File: src/hw/rtl/ptmd_pkg.sv
// Shared types, widths and constants for the point/triangle distance unit.
// No dependencies; imported by every other file of the block.
`default_nettype none

package ptmd_pkg;

    localparam int COORD_W       = 32;
    localparam int DIFF_W        = COORD_W + 1;
    localparam int EDGE_W        = 15;
    localparam int EDGE_LIM_BITS = 14;
    localparam int DE_LIM_BITS   = 31;
    localparam int PBITS         = 28;
    localparam int PARAM_W       = PBITS + 1;
    localparam int WIDE_W        = 64;
    localparam int MUL_W         = 34;
    localparam int SHIFT_W       = 6;
    localparam int LEN_W         = 7;
    localparam int STEP_W        = 5;
    localparam int ROOT_STEPS    = 32;
    localparam int CFG_IDX_W     = 3;

    localparam logic [CFG_IDX_W-1:0] REG_QUERY_X     = 3'd0;
    localparam logic [CFG_IDX_W-1:0] REG_QUERY_Y     = 3'd1;
    localparam logic [CFG_IDX_W-1:0] REG_QUERY_Z     = 3'd2;
    localparam logic [CFG_IDX_W-1:0] REG_SIGNED_MODE = 3'd3;

    localparam logic [COORD_W-1:0] DIST_MAX  = 32'h7FFF_FFFF;
    localparam logic [PARAM_W-1:0] PARAM_ONE = PARAM_W'(1) << PBITS;

    localparam logic OP_RATIO = 1'b0;
    localparam logic OP_SQRT  = 1'b1;

    typedef logic signed [COORD_W-1:0] coord_t;
    typedef logic signed [DIFF_W-1:0]  diff_t;
    typedef logic signed [EDGE_W-1:0]  edge_t;
    typedef logic signed [WIDE_W-1:0]  wide_t;
    typedef logic [PARAM_W-1:0]        param_t;

    typedef struct packed {
        logic start;
        logic op;
    } ds_ctrl_t;

    typedef struct packed {
        logic busy;
        logic done;
    } ds_stat_t;

    // number of significant bits of an unsigned word
    function automatic logic [LEN_W-1:0] bit_len(input logic [WIDE_W-1:0] v);
        logic [LEN_W-1:0] n;
        n = '0;
        for (int i = 0; i < WIDE_W; i++)
        begin
            if (v[i])
            begin
                n = LEN_W'(i + 1);
            end
        end
        return n;
    endfunction

endpackage

`default_nettype wire

File: src/hw/rtl/ptmd_div_sqrt.sv
// Iterative unit: clamped Q1.28 ratio (one quotient bit per cycle) and
// integer square root (one result bit per cycle). Depends on ptmd_pkg.
`default_nettype none

module ptmd_div_sqrt
    import ptmd_pkg::*;
(
    input  logic              clk,
    input  logic              rst_n,
    input  ds_ctrl_t          ctrl,
    input  wide_t             num,
    input  wide_t             den,
    output ds_stat_t          stat,
    output logic [WIDE_W-1:0] result
);

    logic              busy_reg, busy_next;
    logic              done_reg, done_next;
    logic              op_reg, op_next;
    logic [STEP_W-1:0] cnt_reg, cnt_next;
    logic [WIDE_W:0]   rem_reg, rem_next;
    logic [WIDE_W-1:0] den_reg, den_next;
    logic [WIDE_W-1:0] res_reg, res_next;
    logic [WIDE_W:0]   rem_sh;
    logic [LEN_W-1:0]  bit_pos;
    logic [WIDE_W-1:0] bitv;
    logic [WIDE_W-1:0] trial;
    logic [STEP_W-1:0] last_cnt;

    assign rem_sh   = {rem_reg[WIDE_W-1:0], 1'b0};
    assign bit_pos  = LEN_W'(WIDE_W - 2) - {1'b0, cnt_reg, 1'b0};
    assign bitv     = WIDE_W'(1) << bit_pos;
    assign trial    = res_reg + bitv;
    assign last_cnt = (op_reg == OP_SQRT) ? STEP_W'(ROOT_STEPS - 1) : STEP_W'(PBITS - 1);

    always_comb
    begin
        busy_next = busy_reg;
        done_next = 1'b0;
        op_next   = op_reg;
        cnt_next  = cnt_reg;
        rem_next  = rem_reg;
        den_next  = den_reg;
        res_next  = res_reg;
        if (ctrl.start)
        begin
            op_next  = ctrl.op;
            cnt_next = '0;
            den_next = den;
            res_next = '0;
            rem_next = {1'b0, num};
            if (ctrl.op == OP_SQRT)
            begin
                busy_next = 1'b1;
            end
            else if (num <= 64'sd0)
            begin
                done_next = 1'b1;
            end
            else if (num >= den)
            begin
                res_next  = WIDE_W'(PARAM_ONE);
                done_next = 1'b1;
            end
            else
            begin
                busy_next = 1'b1;
            end
        end
        else if (busy_reg)
        begin
            if (op_reg == OP_RATIO)
            begin
                if (rem_sh >= {1'b0, den_reg})
                begin
                    rem_next = rem_sh - {1'b0, den_reg};
                    res_next = {res_reg[WIDE_W-2:0], 1'b1};
                end
                else
                begin
                    rem_next = rem_sh;
                    res_next = {res_reg[WIDE_W-2:0], 1'b0};
                end
            end
            else
            begin
                if (rem_reg[WIDE_W-1:0] >= trial)
                begin
                    rem_next = {1'b0, rem_reg[WIDE_W-1:0] - trial};
                    res_next = (res_reg >> 1) + bitv;
                end
                else
                begin
                    res_next = res_reg >> 1;
                end
            end
            cnt_next = cnt_reg + STEP_W'(1);
            if (cnt_reg == last_cnt)
            begin
                busy_next = 1'b0;
                done_next = 1'b1;
            end
        end
    end

    always_ff @(posedge clk or negedge rst_n)
    begin
        if (!rst_n)
        begin
            busy_reg <= 1'b0;
            done_reg <= 1'b0;
            op_reg   <= OP_RATIO;
            cnt_reg  <= '0;
        end
        else
        begin
            busy_reg <= busy_next;
            done_reg <= done_next;
            op_reg   <= op_next;
            cnt_reg  <= cnt_next;
        end
    end

    always_ff @(posedge clk)
    begin
        rem_reg <= rem_next;
        den_reg <= den_next;
        res_reg <= res_next;
    end

    assign stat.busy = busy_reg;
    assign stat.done = done_reg;
    assign result    = res_reg;

endmodule

`default_nettype wire

File: config.mk
export PLATFORM = sky130hd
export DESIGN_NAME = ptmd_div_sqrt
export DESIGN_NICKNAME = d
export VERILOG_FILES = /design/src/hw/rtl/ptmd_pkg.sv /design/src/hw/rtl/ptmd_div_sqrt.sv
export SDC_FILE = /design/constraint.sdc
export NUM_CORES = 1
export LEC_CHECK = 0
export ABC_AREA = 1
export ABC_CLOCK_PERIOD_IN_PS = 7650
export CAP_MARGIN = 20
export CORE_ASPECT_RATIO = 2
export CORE_MARGIN = 1.5
export CORE_UTILIZATION = 35
export DETAILED_ROUTE_END_ITERATION = 7
export DONT_BUFFER_PORTS = 1
export PLACE_DENSITY_LB_ADDON = 0.25
export SYNTH_ARGS = -nofsm -noshare
export SYNTH_HDL_FRONTEND = slang
export SYNTH_SLANG_ARGS = --single-unit
File: constraint.sdc
create_clock -name clk -period 7.65 [get_ports clk]
set_input_delay 0.765 -clock clk [delete_from_list [all_inputs] [get_ports clk]]
set_output_delay 0.765 -clock clk [all_outputs]
set_load 0.05 [all_outputs]
Word level (Yosys, flattened, before mapping) --
Cells that the tools add are included.
Operators by class: muxes and demuxes 28, shift operators 1, equality and inequality tests 4, $add $sub $neg 6, magnitude comparators 4, reduce and logical (&&, ||, !) cells 3
Operator list (count):
- $mux W64 | 9
- $ge A64 B64 Y1 | 2
- $sub A64 B64 Y64 | 2
- $mux W29 | 3
- $ge A65 B64 Y1 | 1
- $add A63 B64 Y64 | 1
- $add A64 B64 Y64 | 1
- $le A64 B1 Y1 const B | 1
- $shl A1 B7 Y64 const A | 1
- $mux W1 | 13
- $mux W5 | 2
- $sub A6 B6 Y7 const A | 1
- $ne A3 B3 Y1 const B | 2
- $add A5 B1 Y5 const B | 1
- $eq A5 B5 Y1 | 1
- $reduce_and A2 Y1 | 2
- $mux W3 | 1
- $ne A3 B2 Y1 const B | 1
- $reduce_bool A2 Y1 | 1
Word-level totals: output and inout bits 66, word-level logic and storage cells 53, register bits after elaboration 200, input bits 132

Logic depth before layout (Yosys ltp) --
Gate-level depths: netlist (run 1).
depth in word-level cells 8, mapped depth 35, mapped depth without buffers 34

Worst setup path after synthesis (run 1) --
OpenSTA, ideal clock, no wires.
kind reg-to-reg, from reg cnt_reg[2], to reg rem_reg[0], enable pin, period minus slack after synthesis 7253 ps, slack 397 ps, buffers on the path 4, stages on the path, launching flop included 30, data arrival time 6767 ps, setup time 486 ps, cell sequence dfrtp_1 > buf_4 > inv_1 > clkbuf_1 > ha_1 > inv_1 > nor3_1 > ha_1 > nand2_1 > o21ai_0 > nand2_1 > o21ai_0 > o21bai_1 > a21boi_0 > o21ai_1 > nand2_1 > nand2_1 > nand2_1 > nand2_1 > ha_1 > nand2_1 > nor3_1 > nand2_1 > nor2_2 > nand2_1 > nand3_2 > buf_6 > nor2_2 > buf_2 > nor2_1
On the way: longest elaborated chain between the ends 6
Ends and longest elaborated chain:
- start: declaration | RTL line ptmd_div_sqrt.sv:20 | logic [STEP_W-1:0] cnt_reg, cnt_next;
- start signal: assignment | RTL line ptmd_div_sqrt.sv:120 | cnt_reg <= cnt_next;
- $sub A6 B6 Y7 | RTL line ptmd_div_sqrt.sv:31 | assign bit_pos = LEN_W'(WIDE_W - 2) - {1'b0, cnt_reg, 1'b0};
- $shl A1 B7 Y64 | RTL line ptmd_div_sqrt.sv:32 | assign bitv = WIDE_W'(1) << bit_pos;
- $add A64 B64 Y64 | RTL line ptmd_div_sqrt.sv:33 | assign trial = res_reg + bitv;
- $ge A64 B64 Y1 | RTL line ptmd_div_sqrt.sv:87 | if (rem_reg[WIDE_W-1:0] >= trial)
- $ne A3 B2 Y1 (no line)
- $reduce_and A2 Y1 (no line)
- end signal: assignment | RTL line ptmd_div_sqrt.sv:126 | rem_reg <= rem_next;
- end: declaration | RTL line ptmd_div_sqrt.sv:21 | logic [WIDE_W:0] rem_reg, rem_next;
Every way passes these cells. A chain may end at the register's enable or synchronous reset.

Worst setup path after layout (run 1) --
from reg cnt_reg[2], to reg rem_reg[3], enable pin
Same word-level chain as after synthesis.

==> impl_metrics.xml, run 1 <==
<?xml version="1.0" encoding="UTF-8"?>
<metrics>
  <group name="critical_path">
    <metric name="cp_slowest_stage_delay" unit="ns">0.51</metric>
    <metric name="worst_ep_arrival_time" unit="ns">6.93</metric>
    <metric name="timing.critical_path.mode_cell" unit="">sky130_fd_sc_hd__nand2_1</metric>
    <metric name="path_class" unit="">reg2reg</metric>
    <metric name="timing.critical_path.slowest_stage_cell" unit="">sky130_fd_sc_hd__nor3_1</metric>
    <metric name="timing.critical_path.from" unit="">cnt_reg[2]</metric>
    <metric name="critPathLaunchType" unit="">flop</metric>
    <metric name="regToRegSetupSlack" unit="ns">0.93</metric>
    <metric name="worst-r2r-cell-count" unit="">26</metric>
    <metric name="timing.critical_path.to_type" unit="">flop</metric>
    <metric name="critical_path.max_fanout" unit="">26</metric>
    <metric name="number_of_cells_on_the_critical_path" unit="">26</metric>
    <metric name="worst_r2r_endpoint" unit="">rem_reg[3]</metric>
    <metric name="worst_path_dominant_cell_family" unit="">simple AND/OR/NAND/NOR gates</metric>
    <metric name="worstReg2RegStart" unit="">cnt_reg[2]</metric>
    <metric name="critPathBufInv" unit="">6</metric>
    <metric name="worst_endpoint_required_time" unit="ns">7.86</metric>
    <metric name="endpoint" unit="">rem_reg[3]</metric>
  </group>
  <group name="finish">
    <metric name="num-nets-final" unit="">5832</metric>
    <metric name="most-common-layout-cells" unit="">sky130_fd_sc_hd__nand2_1, sky130_fd_sc_hd__inv_1, sky130_fd_sc_hd__nor2_1</metric>
    <metric name="drive_above_1_share" unit="%">3.82</metric>
    <metric name="final_cell_area" unit="mm²">0.0332</metric>
    <metric name="final_common_cell" unit="">sky130_fd_sc_hd__nand2_1</metric>
    <metric name="syn2layout_area_growth" unit="%">5.98</metric>
  </group>
  <group name="power_and_ir_drop">
    <metric name="share_clk_of_total_power" unit="%">8.3</metric>
    <metric name="p_leak" unit="nW">16.4</metric>
    <metric name="combinationalPowerShare" unit="%">70.8</metric>
    <metric name="power.switching" unit="mW">7.38</metric>
    <metric name="internal-power" unit="mW">4.68</metric>
    <metric name="p_per_area" unit="mW/mm²">364</metric>
    <metric name="design_power_total" unit="mW">12.1</metric>
    <metric name="peakVddDrop" unit="V">0.000263</metric>
    <metric name="proportion_of_power_drawn_by_flip_flops_and_latches" unit="%">20.9</metric>
    <metric name="switch_share" unit="%">61.2</metric>
  </group>
  <group name="synthesis">
    <metric name="synth_top_cell_by_area" unit="">sky130_fd_sc_hd__nand2_1</metric>
    <metric name="yosysUniqueCellTypes" unit="">56</metric>
    <metric name="syn_nets" unit="">5865</metric>
    <metric name="post_synth_instance_area" unit="mm²">0.0313</metric>
    <metric name="fraction_of_synthesized_cell_area_taken_by_the_top_area_cell_type" unit="%">22.5</metric>
    <metric name="ys_top_cells_by_area" unit="">sky130_fd_sc_hd__nand2_1, sky130_fd_sc_hd__edfxtp_1, sky130_fd_sc_hd__inv_1</metric>
    <metric name="ys_ff_latch" unit="">200</metric>
    <metric name="syn-instance-count" unit="">5471</metric>
    <metric name="yosys_warnings" unit="">0</metric>
    <metric name="seq_area_frac_synth" unit="%">19.1</metric>
    <metric name="syn_avg_cell_area" unit="µm²">5.72</metric>
  </group>
  <group name="sta">
    <metric name="report.final.slew_viol_count" unit="">0</metric>
    <metric name="layout_min_cycle_time" unit="ns">6.72</metric>
    <metric name="slew-limit-headroom" unit="%">34.9</metric>
    <metric name="finalHoldViolations" unit="">0</metric>
    <metric name="achievable-frequency" unit="MHz">149</metric>
    <metric name="finClkSkew" unit="ns">0.0198</metric>
    <metric name="tightestPinTransition" unit="ns">0.976</metric>
    <metric name="grt_setup_unrepaired" unit="">false</metric>
    <metric name="post-route-period-util" unit="%">87.8</metric>
    <metric name="layout_setup_ws" unit="ns">0.932</metric>
    <metric name="setup_tns" unit="ns">0</metric>
    <metric name="setup_viol" unit="">0</metric>
  </group>
  <group name="routing">
    <metric name="wire_per_inst" unit="µm">22.2</metric>
    <metric name="via_count" unit="">35100</metric>
    <metric name="drt-pass1-iter-count" unit="">6</metric>
    <metric name="remaining_drcs" unit="">0</metric>
    <metric name="routed_wl" unit="µm">147000</metric>
    <metric name="drtAntennaViolNets" unit="">0</metric>
    <metric name="detailedRoute.firstIterationViolations" unit="">3478</metric>
    <metric name="drt-vias-per-instance" unit="">5.30</metric>
  </group>
  <group name="floorplan">
    <metric name="design.portCount" unit="">198</metric>
    <metric name="core_region_area" unit="mm²">0.0888</metric>
    <metric name="rows" unit="">155</metric>
    <metric name="die_width" unit="µm">214</metric>
    <metric name="die-height" unit="µm">426</metric>
    <metric name="initial_util" unit="%">35.2</metric>
    <metric name="die-area" unit="mm²">0.0913</metric>
  </group>
  <group name="clock_tree">
    <metric name="cts_tree" unit="">done</metric>
    <metric name="cts_max_level" unit="">4</metric>
    <metric name="worst_skew_pair.late_latency" unit="ns">0.55</metric>
    <metric name="cts-buffers-inserted" unit="">17</metric>
    <metric name="longest_clk_path_bufs" unit="">2</metric>
    <metric name="root_buffer" unit="">sky130_fd_sc_hd__clkbuf_16</metric>
    <metric name="clk_pin_slew_worst_paths" unit="ns">0.09</metric>
    <metric name="clock_sink_count" unit="">200</metric>
  </group>
  <group name="grt">
    <metric name="grt_max_degree" unit="">91</metric>
    <metric name="grt_antenna_before_repair" unit="">7</metric>
    <metric name="total_global_route_track_usage" unit="%">31.4</metric>
    <metric name="vias_in_the_first_global_route" unit="">32400</metric>
    <metric name="grt_pass1_wl" unit="µm">210000</metric>
    <metric name="grt-ovfl-total" unit="">0</metric>
  </group>
  <group name="placed_design">
    <metric name="pre_cts_slack" unit="ns">1.16</metric>
    <metric name="globalplace.congestion" unit="">1.03</metric>
    <metric name="hpwlAfterDp" unit="µm">126000</metric>
    <metric name="port_buffers" unit="">0</metric>
    <metric name="postPlaceCellArea" unit="mm²">0.0326</metric>
  </group>
  <group name="outcome">
    <metric name="outcome" unit="">finished, final reports clean</metric>
  </group>
  <group name="job">
    <metric name="maxCapViolCount" unit="">0</metric>
  </group>
  <group name="min_path">
    <metric name="min-delay-path-class" unit="">in2reg</metric>
  </group>
</metrics>
==> worst min-delay path by stage <==
stage	startpoint	endpoint	slack (ns)	cells past startpoint
after CTS	den[22]	den_reg[22]	0.27	0
after global placement	rst_n	cnt_reg[2]	0.47	0
after detailed placement	rst_n	cnt_reg[2]	0.47	0
after floorplan	rst_n	busy_reg	0.47	0
final	den[22]	den_reg[22]	0.31	0
after global routing	den[22]	den_reg[22]	0.29	0
==> worst register-to-register path, delay by kind of cell (launching register included) <==
kind	cells	cell delay, ns
AND/OR/NAND/NOR	16	3.35
adder cells (fa/ha/maj)	3	0.90
buffers and inverters	6	1.25
flip-flops	1	0.48
AO/OA/AOI/OAI	1	0.37
==> cells in the mapped netlist (all sizes together) <==
master,number
o22ai,9
xnor2,50
o221ai,6
dfrtp,8
o211ai,10
clkinv,3
buf,46
and3,7
inv,1053
a211oi,4
o31ai,3
nor3,73
xor2,57
nand3,336
o21a,10
a21oi,337
nand3b,78
o21ai,247
a22oi,5
edfxtp,192
ha,260
clkbuf,34
nor4,24
nand4,50
a21boi,10
nor3b,3
or2,5
a221oi,2
nand2,1894
o2111ai,1
a31oi,10
nor2,604
a311oi,1
a22o,1
and2,11
a21o,7
o21bai,18
fa,2
==> routing by layer <==
| metal | vias up | global-route usage, % | wire length, µm |
|---|---|---|---|
| met4 | 8 | 12.5 | 5950 |
| met5 | - | 0 | 50 |
| met1 | 16100 | 38.9 | 60400 |
| met2 | 1508 | 53.1 | 68900 |
| li1 | 17200 | - | - |
| met3 | 250 | 6.15 | 11600 |
==> cell families (layout without fill, tap and decap cells) <==
family | Yosys count | after routing | share of synthesized area, %
DFF | 200 | 200 | 19.1
AOI/OAI and AO/OA | 681 | 681 | 12.0
xor gates and xnor gates | 107 | 107 | 3.00
adders and majority gates | 262 | 262 | 10.5
buffers and inverters | 1136 | 1116 | 14.1
and+or+nand+nor | 3085 | 3085 | 41.3
other | 0 | 1 | 0
==> power by group through the flow <==
stage	registers, mW	logic (mW)	clock network [mW]
2_1_floorplan	2.15	5.91	0
3_3_place_gp	2.53	8.40	0
3_5_place_dp	2.53	8.40	0
4_1_cts	2.51	8.46	1.03
5_1_grt	2.50	9.41	1.05
6_report	2.52	8.54	1.00
==> stage by stage <==
step	cells	utilization [%]	hold slack (ns)
after detailed placement	6595	36.7	0.470
after floorplan	5471	-	0.469
after global routing	6628	37.3	0.288
final	6629	37.3	0.306
after global placement	6595	36.7	0.470
after CTS	6628	37.3	0.275
==> repair_timing <==
action | 4_1_cts | 5_1_grt
hold buffers | 1 | 0
resized for setup | 0 | 0
setup buffers | 0 | 0
hold endpoints to repair | 8 | 0
==> final cells by class <==
cell class / count / area, µm²
Clock inverter: 15 / 170
Inverter: 1056 / 3970
Timing Repair Buffer: 28 / 213
Tap cell: 1177 / 1470
Fill cell: 10200 / 55700
Multi-Input combinational cell: 4135 / 20900
Antenna cell: 1 / 2.50
Sequential cell: 200 / 5970
Clock buffer: 17 / 425
(Power assumes the default switching activity.)
==> inputs of run 2 (changes only) <==
==> constraint.sdc (replaced) <==
create_clock -name clk -period 7.65 [get_ports clk]
set_input_delay 0.765 -clock clk [delete_from_list [all_inputs] [get_ports clk]]
set_output_delay 0.765 -clock clk [all_outputs]
set_load 0.01 [all_outputs]
==> run 2 against run 1 <==
  * Fmax is 1.5% lower
  * Total power decreased by 2.1%
  * Flip-flop and latch count did not move
  * Clock power grew 5%
  * Sequential power shrank 6%
  * Combinational power decreased by 2%
  * Critical path depth is 1 lower
  * Via count is 0.35% lower
  * Worst hold slack worse by 0.0088 ns
  * Final cell count down 0.21%
  * Clock-buffer cell count is the same
  * Largest cell class unchanged
==> impl_metrics.xml, run 2 (synthesized netlist as in run 1, its figures left out) <==
<?xml version="1.0" encoding="UTF-8"?>
<metrics>
  <group name="outcome">
    <metric name="outcome" unit="">finished, final reports clean</metric>
  </group>
  <group name="power_and_ir_drop">
    <metric name="p_per_area" unit="mW/mm²">357</metric>
    <metric name="switch_share" unit="%">60.3</metric>
    <metric name="p_leak" unit="nW">16.4</metric>
    <metric name="proportion_of_power_drawn_by_flip_flops_and_latches" unit="%">20.1</metric>
    <metric name="internal-power" unit="mW">4.69</metric>
    <metric name="peakVddDrop" unit="V">0.000264</metric>
    <metric name="design_power_total" unit="mW">11.8</metric>
    <metric name="share_clk_of_total_power" unit="%">8.9</metric>
    <metric name="power.switching" unit="mW">7.12</metric>
    <metric name="combinationalPowerShare" unit="%">71.0</metric>
  </group>
  <group name="finish">
    <metric name="final_cell_area" unit="mm²">0.0331</metric>
    <metric name="final_core_utilization" unit="%">37.3</metric>
    <metric name="syn2layout_area_growth" unit="%">5.81</metric>
    <metric name="final_common_cell" unit="">sky130_fd_sc_hd__nand2_1</metric>
    <metric name="num-nets-final" unit="">5819</metric>
    <metric name="fillCellCount" unit="">10300</metric>
    <metric name="most-common-layout-cells" unit="">sky130_fd_sc_hd__nand2_1, sky130_fd_sc_hd__inv_1, sky130_fd_sc_hd__nor2_1</metric>
    <metric name="register_area" unit="mm²">0.00597</metric>
    <metric name="insertedDiodeCount" unit="">0</metric>
    <metric name="drive_above_1_share" unit="%">3.59</metric>
    <metric name="area_of_the_multi_input_gates" unit="mm²">0.0209</metric>
  </group>
  <group name="placed_design">
    <metric name="hpwlAfterDp" unit="µm">126000</metric>
    <metric name="globalplace.congestion" unit="">1.03</metric>
    <metric name="port_buffers" unit="">0</metric>
    <metric name="postPlaceCellArea" unit="mm²">0.0325</metric>
  </group>
  <group name="grt">
    <metric name="grt_pass1_wl" unit="µm">214000</metric>
    <metric name="grt-ovfl-total" unit="">0</metric>
    <metric name="grt_antenna_before_repair" unit="">5</metric>
    <metric name="grt_max_degree" unit="">91</metric>
    <metric name="total_global_route_track_usage" unit="%">31.8</metric>
    <metric name="vias_in_the_first_global_route" unit="">33000</metric>
  </group>
  <group name="routing">
    <metric name="drtAntennaViolNets" unit="">0</metric>
    <metric name="drt-pass1-iter-count" unit="">6</metric>
    <metric name="remaining_drcs" unit="">0</metric>
    <metric name="detailedRoute.firstIterationViolations" unit="">3090</metric>
    <metric name="via_count" unit="">35000</metric>
    <metric name="wire_per_inst" unit="µm">22.3</metric>
    <metric name="drt-vias-per-instance" unit="">5.29</metric>
    <metric name="routed_wl" unit="µm">148000</metric>
  </group>
  <group name="critical_path">
    <metric name="worst_ep_arrival_time" unit="ns">7.02</metric>
    <metric name="worst_r2r_endpoint" unit="">rem_reg[52]</metric>
    <metric name="critical_path.max_fanout" unit="">64</metric>
    <metric name="timing.critical_path.to_type" unit="">flop</metric>
    <metric name="endpoint" unit="">rem_reg[52]</metric>
    <metric name="path_class" unit="">reg2reg</metric>
    <metric name="regToRegSetupSlack" unit="ns">0.83</metric>
    <metric name="worst-r2r-cell-count" unit="">25</metric>
    <metric name="critPathLaunchType" unit="">flop</metric>
    <metric name="timing.critical_path.from" unit="">cnt_reg[2]</metric>
    <metric name="worstReg2RegStart" unit="">cnt_reg[2]</metric>
    <metric name="worst_endpoint_required_time" unit="ns">7.85</metric>
  </group>
  <group name="sta">
    <metric name="finClkSkew" unit="ns">0.0177</metric>
    <metric name="layout_min_cycle_time" unit="ns">6.82</metric>
    <metric name="fin_worst_hold_slack" unit="ns">0.297</metric>
    <metric name="setup_tns" unit="ns">0</metric>
    <metric name="setup_viol" unit="">0</metric>
    <metric name="grt_setup_unrepaired" unit="">false</metric>
    <metric name="tightestPinTransition" unit="ns">1.07</metric>
    <metric name="achievable-frequency" unit="MHz">147</metric>
    <metric name="report.final.slew_viol_count" unit="">0</metric>
    <metric name="slew-limit-headroom" unit="%">28.0</metric>
    <metric name="finalHoldViolations" unit="">0</metric>
    <metric name="post-route-period-util" unit="%">89.1</metric>
  </group>
  <group name="clock_tree">
    <metric name="cts-buffers-inserted" unit="">17</metric>
    <metric name="clk_pin_slew_worst_paths" unit="ns">0.10</metric>
    <metric name="longest_clk_path_bufs" unit="">2</metric>
    <metric name="cts_tree" unit="">done</metric>
    <metric name="cts.repair_timing.setup_buffer_count" unit="">0</metric>
    <metric name="worst_skew_pair.late_latency" unit="ns">0.56</metric>
    <metric name="clock_sink_count" unit="">200</metric>
    <metric name="root_buffer" unit="">sky130_fd_sc_hd__clkbuf_16</metric>
    <metric name="cts_max_level" unit="">4</metric>
  </group>
  <group name="floorplan">
    <metric name="die-height" unit="µm">426</metric>
    <metric name="die-area" unit="mm²">0.0913</metric>
    <metric name="core_region_area" unit="mm²">0.0888</metric>
    <metric name="initial_util" unit="%">35.2</metric>
    <metric name="rows" unit="">155</metric>
    <metric name="design.portCount" unit="">198</metric>
    <metric name="die_width" unit="µm">214</metric>
  </group>
  <group name="job">
    <metric name="maxCapViolCount" unit="">0</metric>
  </group>
  <group name="min_path">
    <metric name="min-delay-path-class" unit="">in2reg</metric>
  </group>
</metrics>
-- run 2: cell count changes in the layout (fill, tap and decap cells not counted), sizes merged --
cell | previous run | this run
diode | 1 | 0
buf | 27 | 14
clkinv | 13 | 7
inv | 1056 | 1063
clkinvlp | 1 | 0
-- run 2: per-stage QoR --
stage | std cells | setup slack, ns
2_1_floorplan | 5471 | 0.418
3_3_place_gp | 6582 | 1.09
3_5_place_dp | 6582 | 1.07
4_1_cts | 6615 | 1.01
5_1_grt | 6615 | 0.505
6_report | 6615 | 0.832
-- run 2: worst min-delay path by stage --
stage / slack, ns / cells after the start / startpoint / endpoint
floorplan: 0.47 / 0 / rst_n / busy_reg
global placement: 0.47 / 0 / rst_n / cnt_reg[3]
detailed placement: 0.47 / 0 / rst_n / cnt_reg[3]
CTS: 0.27 / 0 / den[52] / den_reg[52]
global route: 0.28 / 0 / den[49] / den_reg[49]
finish: 0.30 / 0 / den[58] / den_reg[58]
-- run 2: what timing repair did --
action                    in CTS  in global routing
hold endpoints to repair       8                  0
resized for setup              0                  0
hold buffers                   1                  0
-- run 2: worst max-delay path: stages (launching register included) --
cell	delay [ns]
sky130_fd_sc_hd__dfrtp_1	0.50
sky130_fd_sc_hd__inv_1	0.34
sky130_fd_sc_hd__ha_1	0.29
sky130_fd_sc_hd__inv_1	0.08
sky130_fd_sc_hd__nor3_1	0.37
sky130_fd_sc_hd__ha_1	0.36
sky130_fd_sc_hd__nand2_1	0.12
sky130_fd_sc_hd__o21ai_0	0.16
sky130_fd_sc_hd__a21oi_1	0.56
sky130_fd_sc_hd__o21ai_0	0.18
sky130_fd_sc_hd__inv_1	0.09
sky130_fd_sc_hd__nand2_1	0.24
sky130_fd_sc_hd__xor2_1	0.27
sky130_fd_sc_hd__ha_1	0.41
sky130_fd_sc_hd__nand2_1	0.13
sky130_fd_sc_hd__nor2_1	0.19
sky130_fd_sc_hd__inv_2	0.08
sky130_fd_sc_hd__nor2_4	0.15
sky130_fd_sc_hd__nand2_1	0.16
sky130_fd_sc_hd__nor3_1	0.38
sky130_fd_sc_hd__nand2_1	0.19
sky130_fd_sc_hd__nand3_4	0.37
sky130_fd_sc_hd__nor2_2	0.05
sky130_fd_sc_hd__buf_4	0.23
sky130_fd_sc_hd__nor2_4	0.12
sky130_fd_sc_hd__buf_12	0.29
-- run 2: layout make-up --
class	count	area share [%]
flip-flops and latches	200	18.0
inverters	1056	12.0
multi-input cells	4135	63.3
repair buffers	15	0.423
clock buffers	17	1.28
well taps	1177	4.45
clock inverters	15	0.578
-- run 2: routing by layer --
layer | GRT usage [%] | vias to the layer above | part of all wire (%)
met5 | 0 | - | 0.0088
met4 | 12.1 | 2 | 4.0
met3 | 5.96 | 238 | 7.8
met2 | 53.8 | 1451 | 47
met1 | 39.7 | 16100 | 41
li1 | - | 17200 | -
-- run 2: power by group through the flow --
stage | sequential, mW | clock [mW] | combinational, mW
2_1_floorplan | 1.91 | 0 | 5.91
3_3_place_gp | 2.39 | 0 | 8.31
3_5_place_dp | 2.39 | 0 | 8.30
4_1_cts | 2.37 | 1.07 | 8.36
5_1_grt | 2.36 | 1.09 | 9.33
6_report | 2.38 | 1.05 | 8.39
